$ cat src/design/asfp_pkg.sv
// Package: parse phases, widths and a helper function for the data packet parser.
package asfp_pkg;

  localparam logic [15:0] PacketSizeReset = 16'd4096;

  typedef enum logic [4:0] {
    PH_ECC, PH_ECC_SKIP, PH_FLAGS, PH_SEGTYPE, PH_PLEN, PH_SEQ, PH_PAD,
    PH_TIME, PH_DUR, PH_COUNT, PH_STREAM, PH_OBJ, PH_OFFS, PH_RLEN,
    PH_REP_SKIP, PH_REP_SIZE, PH_REP_TIME, PH_LEN, PH_DATA, PH_GLEN,
    PH_GDATA, PH_TAIL
  } phase_t;

  typedef struct packed {
    logic [7:0]  payload_byte;
    logic [6:0]  stream_number;
    logic        keyframe;
    logic [31:0] object_number;
    logic [31:0] fragment_offset;
    logic [31:0] presentation_time;
    logic [15:0] duration;
    logic        grouped;
    logic        first_byte;
    logic        last_byte;
    logic        length_error;
  } result_t;

  function automatic logic [2:0] code_width(input logic [1:0] code);
    return (code == 2'd3) ? 3'd4 : {1'b0, code};
  endfunction

endpackage

$ cat src/design/asfp_parse_core.sv
// Byte parser core: phase state machine and field registers, one byte per cycle.
module asfp_parse_core (
  input  logic                    clk,
  input  logic                    rst_n,
  input  logic                    cfg_wr_en,
  input  logic [15:0]             cfg_wr_data,
  input  logic                    byte_valid,
  input  logic [7:0]              byte_data,
  output logic                    res_valid,
  output asfp_pkg::result_t       res
);

  asfp_pkg::phase_t ph_r, ph_nxt;
  logic [15:0] psize_r, psize_nxt, cnt_r, cnt_nxt;
  logic [31:0] acc_r, acc_nxt;
  logic [2:0]  fleft_r, fleft_nxt;
  logic [7:0]  lflags_r, lflags_nxt, segt_r, segt_nxt, stream_r, stream_nxt;
  logic [7:0]  gleft_r, gleft_nxt;
  logic [1:0]  stype_r, stype_nxt;
  logic [5:0]  segs_r, segs_nxt;
  logic [31:0] plen_r, plen_nxt, pad_r, pad_nxt, obj_r, obj_nxt, ofs_r, ofs_nxt;
  logic [31:0] rlen_r, rlen_nxt, rtime_r, rtime_nxt, skip_r, skip_nxt;
  logic [31:0] pleft_r, pleft_nxt;
  logic [15:0] dur_r, dur_nxt;
  logic        firstp_r, firstp_nxt, gerr_r, gerr_nxt, cerr_r, cerr_nxt;
  logic        rv_nxt;
  asfp_pkg::result_t res_nxt;

  function automatic logic [2:0] fwidth(input asfp_pkg::phase_t p, input logic [7:0] lf,
                                         input logic [7:0] st, input logic [1:0] sz);
    case (p)
      asfp_pkg::PH_PLEN: return asfp_pkg::code_width(lf[6:5]);
      asfp_pkg::PH_SEQ:  return asfp_pkg::code_width(lf[2:1]);
      asfp_pkg::PH_PAD:  return asfp_pkg::code_width(lf[4:3]);
      asfp_pkg::PH_DUR:  return 3'd2;
      asfp_pkg::PH_OBJ:  return asfp_pkg::code_width(st[5:4]);
      asfp_pkg::PH_OFFS: return asfp_pkg::code_width(st[3:2]);
      asfp_pkg::PH_RLEN: return asfp_pkg::code_width(st[1:0]);
      asfp_pkg::PH_LEN:  return asfp_pkg::code_width(sz);
      default:           return 3'd4;
    endcase
  endfunction

  always_comb begin
    logic [15:0] rem16;
    logic signed [33:0] len;
    logic [2:0]  w, idx;
    logic [31:0] v;
    logic [8:0]  b1;
    logic        err, last, grp, go_len, go_obj, go_offs, go_rlen, go_rep, go_endseg;
    logic        go_seq, go_pad, go_afterpad, go_begin, go_aftergrp;
    ph_nxt = ph_r; psize_nxt = cfg_wr_en ? cfg_wr_data : psize_r;
    cnt_nxt = cnt_r; acc_nxt = acc_r; fleft_nxt = fleft_r; lflags_nxt = lflags_r;
    segt_nxt = segt_r; stream_nxt = stream_r; gleft_nxt = gleft_r; stype_nxt = stype_r;
    segs_nxt = segs_r; plen_nxt = plen_r; pad_nxt = pad_r; obj_nxt = obj_r;
    ofs_nxt = ofs_r; rlen_nxt = rlen_r; rtime_nxt = rtime_r; skip_nxt = skip_r;
    pleft_nxt = pleft_r; dur_nxt = dur_r; firstp_nxt = firstp_r; gerr_nxt = gerr_r;
    cerr_nxt = cerr_r; rv_nxt = 1'b0; res_nxt = res;
    rem16 = '0; len = '0; w = '0; idx = '0; v = '0; b1 = '0; err = 1'b0; last = 1'b0;
    grp = 1'b0; go_len = 1'b0; go_obj = 1'b0; go_offs = 1'b0; go_rlen = 1'b0;
    go_rep = 1'b0; go_endseg = 1'b0; go_seq = 1'b0; go_pad = 1'b0; go_afterpad = 1'b0;
    go_begin = 1'b0; go_aftergrp = 1'b0;
    if (byte_valid) begin
      cnt_nxt = cnt_r + 16'd1;
      rem16 = (psize_r > cnt_nxt) ? psize_r - cnt_nxt : 16'd0;
      unique case (ph_r)
        asfp_pkg::PH_ECC: begin
          stype_nxt = 2'd2; segs_nxt = 6'd1; skip_nxt = {28'd0, byte_data[3:0]};
          ph_nxt = (byte_data[3:0] != 4'd0) ? asfp_pkg::PH_ECC_SKIP : asfp_pkg::PH_FLAGS;
        end
        asfp_pkg::PH_ECC_SKIP: begin
          skip_nxt = skip_r - 32'd1;
          if (skip_nxt == 32'd0) ph_nxt = asfp_pkg::PH_FLAGS;
        end
        asfp_pkg::PH_FLAGS: begin
          lflags_nxt = byte_data; ph_nxt = asfp_pkg::PH_SEGTYPE;
        end
        asfp_pkg::PH_SEGTYPE: begin
          segt_nxt = byte_data;
          if (lflags_r[6:5] != 2'd0) begin
            ph_nxt = asfp_pkg::PH_PLEN; fleft_nxt = asfp_pkg::code_width(lflags_r[6:5]);
            acc_nxt = '0;
          end else begin
            plen_nxt = '0; go_seq = 1'b1;
          end
        end
        asfp_pkg::PH_COUNT: begin
          stype_nxt = byte_data[7:6]; segs_nxt = byte_data[5:0];
          ph_nxt = (byte_data[5:0] != 6'd0) ? asfp_pkg::PH_STREAM : asfp_pkg::PH_TAIL;
        end
        asfp_pkg::PH_STREAM: begin
          stream_nxt = byte_data; go_obj = 1'b1;
        end
        asfp_pkg::PH_REP_SIZE: begin
          skip_nxt = skip_r - 32'd1;
          if (skip_nxt == 32'd0) begin
            ph_nxt = asfp_pkg::PH_REP_TIME; fleft_nxt = 3'd4; acc_nxt = '0;
          end
        end
        asfp_pkg::PH_REP_SKIP: begin
          skip_nxt = skip_r - 32'd1;
          if (skip_nxt == 32'd0) go_len = 1'b1;
        end
        asfp_pkg::PH_GLEN: begin
          b1 = {1'b0, byte_data} + 9'd1;
          pleft_nxt = ({23'd0, b1} >= pleft_r) ? 32'd0 : pleft_r - {23'd0, b1};
          cerr_nxt = gerr_r; gleft_nxt = byte_data; firstp_nxt = 1'b1;
          if ({8'd0, byte_data} > rem16) begin
            gleft_nxt = rem16[7:0]; cerr_nxt = 1'b1;
          end
          if (gleft_nxt == 8'd0) begin
            obj_nxt = obj_r + 32'd1; go_aftergrp = 1'b1;
          end else ph_nxt = asfp_pkg::PH_GDATA;
        end
        asfp_pkg::PH_DATA, asfp_pkg::PH_GDATA: begin
          grp = (ph_r == asfp_pkg::PH_GDATA);
          if (grp) begin
            gleft_nxt = gleft_r - 8'd1; last = (gleft_nxt == 8'd0);
          end else begin
            pleft_nxt = pleft_r - 32'd1; last = (pleft_nxt == 32'd0);
          end
          rv_nxt = 1'b1;
          res_nxt.payload_byte = byte_data;
          res_nxt.stream_number = stream_r[6:0];
          res_nxt.keyframe = stream_r[7];
          res_nxt.object_number = obj_r;
          res_nxt.fragment_offset = grp ? 32'd0 : ofs_r;
          res_nxt.presentation_time = grp ? ofs_r : rtime_r;
          res_nxt.duration = dur_r;
          res_nxt.grouped = grp;
          res_nxt.first_byte = firstp_r;
          res_nxt.last_byte = last;
          res_nxt.length_error = cerr_r;
          firstp_nxt = 1'b0;
          if (last) begin
            if (grp) begin
              obj_nxt = obj_r + 32'd1; go_aftergrp = 1'b1;
            end else go_endseg = 1'b1;
          end
        end
        asfp_pkg::PH_TAIL: begin
        end
        default: begin
          w = fwidth(ph_r, lflags_r, segt_r, stype_r);
          idx = (w - fleft_r) & 3'd3;
          v = acc_r | ({24'd0, byte_data} << {idx[1:0], 3'b000});
          acc_nxt = v;
          fleft_nxt = fleft_r - 3'd1;
          if (fleft_nxt == 3'd0) begin
            case (ph_r)
              asfp_pkg::PH_PLEN: begin plen_nxt = v; go_seq = 1'b1; end
              asfp_pkg::PH_SEQ:  go_pad = 1'b1;
              asfp_pkg::PH_PAD:  begin pad_nxt = v; go_afterpad = 1'b1; end
              asfp_pkg::PH_TIME: begin
                ph_nxt = asfp_pkg::PH_DUR; fleft_nxt = 3'd2; acc_nxt = '0;
              end
              asfp_pkg::PH_DUR: begin
                dur_nxt = v[15:0];
                if (lflags_r[0]) ph_nxt = asfp_pkg::PH_COUNT;
                else begin segs_nxt = 6'd1; ph_nxt = asfp_pkg::PH_STREAM; end
              end
              asfp_pkg::PH_OBJ:  begin obj_nxt = v; go_offs = 1'b1; end
              asfp_pkg::PH_OFFS: begin ofs_nxt = v; go_rlen = 1'b1; end
              asfp_pkg::PH_RLEN: begin rlen_nxt = v; go_rep = 1'b1; end
              asfp_pkg::PH_REP_TIME: begin
                rtime_nxt = v; skip_nxt = rlen_r - 32'd8;
                if (skip_nxt == 32'd0) go_len = 1'b1;
                else ph_nxt = asfp_pkg::PH_REP_SKIP;
              end
              default: begin len = {2'b00, v}; go_begin = 1'b1; end
            endcase
          end
        end
      endcase
      // header chain
      if (go_seq) begin
        if (lflags_r[2:1] != 2'd0) begin
          ph_nxt = asfp_pkg::PH_SEQ; fleft_nxt = asfp_pkg::code_width(lflags_r[2:1]);
          acc_nxt = '0;
        end else go_pad = 1'b1;
      end
      if (go_pad) begin
        if (lflags_r[4:3] != 2'd0) begin
          ph_nxt = asfp_pkg::PH_PAD; fleft_nxt = asfp_pkg::code_width(lflags_r[4:3]);
          acc_nxt = '0;
        end else begin pad_nxt = '0; go_afterpad = 1'b1; end
      end
      if (go_afterpad) begin
        if (lflags_r[6:5] == 2'd0) plen_nxt = {16'd0, psize_r} - pad_nxt;
        ph_nxt = asfp_pkg::PH_TIME; fleft_nxt = 3'd4; acc_nxt = '0;
      end
      // payload header chain
      if (go_obj) begin
        if (segt_r[5:4] != 2'd0) begin
          ph_nxt = asfp_pkg::PH_OBJ; fleft_nxt = asfp_pkg::code_width(segt_r[5:4]);
          acc_nxt = '0;
        end else begin obj_nxt = '0; go_offs = 1'b1; end
      end
      if (go_offs) begin
        if (segt_r[3:2] != 2'd0) begin
          ph_nxt = asfp_pkg::PH_OFFS; fleft_nxt = asfp_pkg::code_width(segt_r[3:2]);
          acc_nxt = '0;
        end else begin ofs_nxt = '0; go_rlen = 1'b1; end
      end
      if (go_rlen) begin
        if (segt_r[1:0] != 2'd0) begin
          ph_nxt = asfp_pkg::PH_RLEN; fleft_nxt = asfp_pkg::code_width(segt_r[1:0]);
          acc_nxt = '0;
        end else begin rlen_nxt = '0; go_rep = 1'b1; end
      end
      if (go_rep) begin
        rtime_nxt = '0;
        if (rlen_nxt == 32'd1) begin
          skip_nxt = 32'd1; ph_nxt = asfp_pkg::PH_REP_SKIP;
        end else if (rlen_nxt >= 32'd8) begin
          skip_nxt = 32'd4; ph_nxt = asfp_pkg::PH_REP_SIZE;
        end else if (rlen_nxt == 32'd0) go_len = 1'b1;
        else begin skip_nxt = rlen_nxt; ph_nxt = asfp_pkg::PH_REP_SKIP; end
      end
      if (go_len) begin
        if (lflags_r[0] && stype_r != 2'd0) begin
          ph_nxt = asfp_pkg::PH_LEN; fleft_nxt = asfp_pkg::code_width(stype_r);
          acc_nxt = '0;
        end else begin
          len = {{2{plen_r[31]}}, plen_r} - {18'd0, cnt_nxt}; go_begin = 1'b1;
        end
      end
      if (go_begin) begin
        if (len < 0) begin len = '0; err = 1'b1; end
        if (len > {18'd0, rem16}) begin len = {18'd0, rem16}; err = 1'b1; end
        pleft_nxt = len[31:0];
        if (rlen_nxt == 32'd1) begin
          gerr_nxt = err; go_aftergrp = 1'b1;
        end else begin
          cerr_nxt = err; firstp_nxt = 1'b1;
          if (pleft_nxt == 32'd0) go_endseg = 1'b1;
          else ph_nxt = asfp_pkg::PH_DATA;
        end
      end
      if (go_aftergrp) begin
        if (pleft_nxt != 32'd0) ph_nxt = asfp_pkg::PH_GLEN;
        else go_endseg = 1'b1;
      end
      if (go_endseg) begin
        segs_nxt = segs_r - 6'd1;
        ph_nxt = (segs_nxt == 6'd0) ? asfp_pkg::PH_TAIL : asfp_pkg::PH_STREAM;
      end
      if (cnt_nxt >= psize_r) begin
        ph_nxt = asfp_pkg::PH_ECC; cnt_nxt = '0;
      end
    end
  end

  always_ff @(posedge clk) begin
    if (!rst_n) begin
      ph_r <= asfp_pkg::PH_ECC; psize_r <= asfp_pkg::PacketSizeReset; cnt_r <= '0;
      acc_r <= '0; fleft_r <= '0; lflags_r <= '0; segt_r <= '0; stream_r <= '0;
      gleft_r <= '0; stype_r <= 2'd2; segs_r <= 6'd1; plen_r <= '0; pad_r <= '0;
      obj_r <= '0; ofs_r <= '0; rlen_r <= '0; rtime_r <= '0; skip_r <= '0;
      pleft_r <= '0; dur_r <= '0; firstp_r <= 1'b0; gerr_r <= 1'b0; cerr_r <= 1'b0;
      res_valid <= 1'b0;
    end else begin
      ph_r <= ph_nxt; psize_r <= psize_nxt; cnt_r <= cnt_nxt; acc_r <= acc_nxt;
      fleft_r <= fleft_nxt; lflags_r <= lflags_nxt; segt_r <= segt_nxt;
      stream_r <= stream_nxt; gleft_r <= gleft_nxt; stype_r <= stype_nxt;
      segs_r <= segs_nxt; plen_r <= plen_nxt; pad_r <= pad_nxt; obj_r <= obj_nxt;
      ofs_r <= ofs_nxt; rlen_r <= rlen_nxt; rtime_r <= rtime_nxt; skip_r <= skip_nxt;
      pleft_r <= pleft_nxt; dur_r <= dur_nxt; firstp_r <= firstp_nxt;
      gerr_r <= gerr_nxt; cerr_r <= cerr_nxt; res_valid <= rv_nxt;
    end
  end

  always_ff @(posedge clk) begin
    res <= res_nxt;
  end

endmodule

$ cat src/design/asf_data_packet_parser.sv
// Top level: streaming byte parser for data packets with an output skid buffer.
// Usage: raw bytes of the data section enter on the in_ channel, one per beat.
// Every payload byte leaves on the out_ channel tagged with its payload header
// fields; header, padding and tail bytes produce no beat.
// Packet length comes from cfg_wr_data when cfg_wr_en is high (reset 4096);
// write it only while the block is idle.
// A payload byte passes through the core's result register and then a skid
// buffer entry before it appears on out_.
// Throughput: one byte per cycle while in_tready is high; the parser core does
// each byte's work combinationally between its input and its result register.
// A two-entry skid buffer after the core holds results while the receiver
// stalls; in_tready drops when the buffered results plus the one in flight
// from the core would overflow it and no beat leaves in that cycle.
// Reset (rst_n low, synchronous) returns the parser to the start of a packet,
// packet length 4096, and empties the output buffer.
// When the receiver stalls, results are held in order; nothing is dropped.
module asf_data_packet_parser (
  input  logic         clk,
  input  logic         rst_n,
  input  logic         cfg_wr_en,
  input  logic [15:0]  cfg_wr_data,
  input  logic         in_tvalid,
  output logic         in_tready,
  input  logic [7:0]   in_tdata,   // data_byte
  output logic         out_tvalid,
  input  logic         out_tready,
  // payload_byte, stream_number, keyframe, object_number, fragment_offset,
  // presentation_time, duration, grouped, first_byte, last_byte, length_error
  output logic [135:0] out_tdata
);

  logic              rv;
  asfp_pkg::result_t res;
  asfp_pkg::result_t q_r [2];
  logic [1:0]        cnt_r;
  logic              rd_r, wr_r;
  logic              pop;

  asfp_parse_core u_core (
    .clk, .rst_n, .cfg_wr_en, .cfg_wr_data,
    .byte_valid(in_tvalid && in_tready), .byte_data(in_tdata),
    .res_valid(rv), .res
  );

  assign in_tready  = ({1'b0, cnt_r} + {2'b00, rv}) <= (3'd1 + {2'b00, pop});
  assign out_tvalid = (cnt_r != 2'd0);
  assign pop        = out_tvalid && out_tready;

  always_ff @(posedge clk) begin
    if (!rst_n) begin
      cnt_r <= '0; rd_r <= 1'b0; wr_r <= 1'b0;
    end else begin
      if (rv) wr_r <= ~wr_r;
      if (pop) rd_r <= ~rd_r;
      cnt_r <= cnt_r + {1'b0, rv} - {1'b0, pop};
    end
  end

  always_ff @(posedge clk) begin
    if (rv) q_r[wr_r] <= res;
  end

  always_comb begin
    asfp_pkg::result_t h;
    h = q_r[rd_r];
    out_tdata = {3'd0, h.length_error, h.last_byte, h.first_byte, h.grouped,
                 h.duration, h.presentation_time, h.fragment_offset,
                 h.object_number, h.keyframe, h.stream_number, h.payload_byte};
  end

endmodule

$ cat config.mk
export PLATFORM = sky130hd
export DESIGN_NAME = asf_data_packet_parser
export DESIGN_NICKNAME = d
export VERILOG_FILES = /design/src/design/asfp_pkg.sv /design/src/design/asfp_parse_core.sv /design/src/design/asf_data_packet_parser.sv
export SDC_FILE = /design/constraint.sdc
export NUM_CORES = 2
export LEC_CHECK = 0
export CAP_MARGIN = 20
export CORE_MARGIN = 3
export CORE_UTILIZATION = 45
export DETAILED_ROUTE_END_ITERATION = 16
export DONT_BUFFER_PORTS = 1
export GPL_TIMING_DRIVEN = 0
export SYNTH_ARGS = -nofsm -noshare
export SYNTH_HDL_FRONTEND = slang
export SYNTH_SLANG_ARGS = --single-unit
export TNS_END_PERCENT = 100
$ cat constraint.sdc
create_clock -name clk -period 8.1 [get_ports clk]
set_input_delay 2.43 -clock clk [delete_from_list [all_inputs] [get_ports clk]]
set_output_delay 2.43 -clock clk [all_outputs]
set_load 0.005 [all_outputs]
==> summary.md <==
| Metric | Value |
|---|---|
| First-pass GRT wire length | `246000 um` |
| Setup WS pre-CTS | `-2.17 ns` |
| Number of synthesized flops with an enable pin | `396` |
| Overflow after GRT | `0` |
| Tmin final | `7.89 ns` |
| Num CTS Buffers | `85` |
| Nature of the critical path endpoint | `flip-flop` |
| Total GRT Usage | `0.338` |
| Pre-antenna DRT Iters | `6` |
| Tcrit/Tclk final | `0.975` |
| Final hold vios | `0` |
| Hold crit path type | `reg2reg` |
| Pleak | `17.0 nW` |
| Top cells by area, synth | `edfxtp_1 28%, dfxtp_1 18%, nor2_1 5.0%, a21oi_1 4.5%, nand2_1 4.4%` |
| Hold_ws | `0.428 ns` |
| Crit path max-delay family | `compound AO/OA/AOI/OAI gates` |
| Mapped Area | `42400 sq um` |
| Antenna violations before repair | `5` |
| Yosys top cell area share | `0.281` |
| Setup CP Type | `reg2reg` |
| Number of H-tree levels | `3` |
| Vias in the first global route | `35300` |
| MaxCap Viol Count | `0` |
| HPWL after detailed placement | `130000 um` |
| Max-slew headroom | `0.195` |
| Die X-Extent | `313 um` |
| Final WL | `171000 um` |
| Fin. max-slew vios | `0` |
| Layout cells sized above 1 | `0.114` |
| I/O pin total | `167` |
| Largest net degree at the start of global routing | `97` |
| Critical Path AT | `8.44 ns` |
| Placed cell areas | `44600 sq um` |
| Buffer and inverter count on the worst path | `7` |
| CP required | `8.65 ns` |
| Slew @ Worst Pin | `1.21 ns` |
| Register area share after synthesis | `0.465` |
| Pwr dens | `277 nW/um^2` |
| Initial drt markers | `4981` |
| Asr flop ratio synth | `0` |
| Row Count | `111` |
| Core ar. | `92500 sq um` |
| Register bit total from synthesis | `786` |
| Syn. warnings | `0` |
| Syn Inst Count | `4634` |
| DRC errors left | `0` |
| # nets final | `4943` |
| Area Overhead vs Synth | `14.4%` |
| Port-buffer cells | `0` |
| Die Area | `97900 sq um` |
| Die H | `313 um` |
| Clock sink count | `786` |
| Worst-case clock buffer depth | `3` |
| TritonCTS clock tree | `done` |
| CP max stage delay | `0.52 ns` |
| Clk_lat worst skew | `0.70 ns` |
| Maximum vdd ir drop | `0.202 mV` |
| Post-Layout Cell Count | `6122` |
| Worst Path Max Fanout | `10` |
| Avg Cell Area, Syn | `9.14 sq um` |
| Critical path launch point type | `flip-flop` |
| Initial Util | `0.458` |
| Routed Antenna Nets | `0` |
| Post-synth top flop | `edfxtp_1` |
| FMAX | `127 MHz` |
| Slack of the critical path | `0.205 ns` |
| DP Cell Count | `5921` |
| Final Skew | `0.0503 ns` |
| Most frequent CP cell | `a21oi_1` |
| Routability cong. | `1.02` |
| CTS clk-pin slew, worst paths | `0.06 ns` |
| Drt wl/cell | `28.0 um` |
| Post-CTS Hold Fix Bufs | `0` |
| Cell taking the most area after synthesis | `edfxtp_1` |
| Via/cell ratio | `6.31` |
| Status | `finished clean` |
| Commonest cells after routing, fill and taps aside | `562 x nor2_1, 489 x nand2_1, 396 x edfxtp_1` |
| Setup-failing EPs final | `0` |
| Fin area | `48500 sq um` |
| Clock Tree Root | `clkbuf_16` |
| Vias | `38600` |
| Commonest non-fill, non-tap cell in the layout | `nor2_1` |
| Post-synthesis cell type count | `111` |
| Slowest stage cell on the critical path | `o31ai_1` |
## power breakdown
part	leakage (nW)	internal (W)	total, W	switching [W]
Sequential	6.54	0.00423	0.00435	0.000124
Combinational	9.05	0.00153	0.00506	0.00353
Clock	1.42	0.00231	0.00399	0.00169
Total	17.0	0.00807	0.0134	0.00534
## worst reg2reg max path, delay by kind of cell, from the launching register on
family                   cells  cell delay, ns
buffers and inverters        7            1.32
flip-flops                   1            0.29
AO/OA/AOI/OAI               17            3.73
adder cells (fa/ha/maj)      2            0.69
AND/OR/NAND/NOR              8            1.31
multiplexers                 1            0.15
XOR/XNOR                     1            0.27
## layout make-up
type | instances | area [sq um]
antenna | 1 | 2.50
buffer | 321 | 1350
clock buffer | 130 | 2570
clock inverter | 28 | 332
fill | 8703 | 44000
inverter | 95 | 362
multi-input combinational | 3430 | 21600
sequential | 786 | 19700
tap | 1243 | 1560
timing repair buffer | 88 | 965
## metrics by stage
step,utilization,power (W),setup TNS (ns)
floorplan,-,0.00718,0
global route,0.524,0.0139,-0.277
finish,0.524,0.0134,0
CTS,0.517,0.0131,0
detailed placement,0.482,0.00905,-79.55
global placement,0.475,0.00893,-806.05
## synthesized netlist by cell type, types with 91 or more instances
cell,number
nor2_1,567
a21oi_1,377
ha_1,102
o21ai_0,211
nand3_1,115
dfxtp_1,390
nand2_1,493
nor3_1,149
inv_1,93
xnor2_1,91
a22oi_1,171
clkbuf_1,279
mux2_2,136
edfxtp_1,396
## sequential cells by signal, indices dropped and copies added (netlist names), 7 cells and up, named ones only
register         cells
u_core.acc_r        32
u_core.pleft_r      32
u_core.cnt_r        16
u_core.obj_r        32
u_core.pad_r        32
q_r                264
u_core.gleft_r       8
u_core.res         132
u_core.psize_r      16
u_core.skip_r       32
u_core.lflags_r      7
u_core.rtime_r      32
u_core.rlen_r       32
u_core.dur_r        16
u_core.plen_r       32
u_core.stream_r      8
u_core.ofs_r        32
## cells by family (layout without fill, tap and decap cells)
group / after synthesis / in the layout / synth area share
AOI/OAI and AO/OA: 1269 / 1269 / 0.196
other: 1 / 5 / 0.0000885
xor gates and xnor gates: 144 / 144 / 0.0298
adders and majority gates: 107 / 107 / 0.0325
and+or+nand+nor: 1722 / 1722 / 0.191
DFF: 786 / 786 / 0.465
buffers and inverters: 421 / 662 / 0.0389
muxes: 184 / 184 / 0.0476
## path summary, 6_finish.rpt
check / end / cells after the start / slack, ns / from
worst min register to register: u_core.res[121] / 0 / 0.43 / u_core.stream_r[4]
worst max-delay path: u_core.segs_r[2] / 36 / 0.21 / u_core.ph_r[1]
worst min-delay path: u_core.res[121] / 0 / 0.43 / u_core.stream_r[4]
worst max register to register: u_core.segs_r[2] / 36 / 0.21 / u_core.ph_r[1]
## routing by layer
| layer | wire length [um] | global-route usage | vias up |
|---|---|---|---|
| li1 | - | - | 17400 |
| met1 | 68900 | 0.449 | 18600 |
| met2 | 74400 | 0.513 | 2140 |
| met3 | 17600 | 0.0834 | 443 |
| met4 | 10300 | 0.171 | 4 |
| met5 | 27 | 0 | - |
## what timing repair did
action | in CTS | in global routing
gates cloned | 0 | 1
setup endpoints to repair | 91 | 60
resized for setup | 60 | 117
setup buffers | 7 | 33
pin swaps | 8 | 25
No activity file was read; power rests on OpenSTA's default activity.
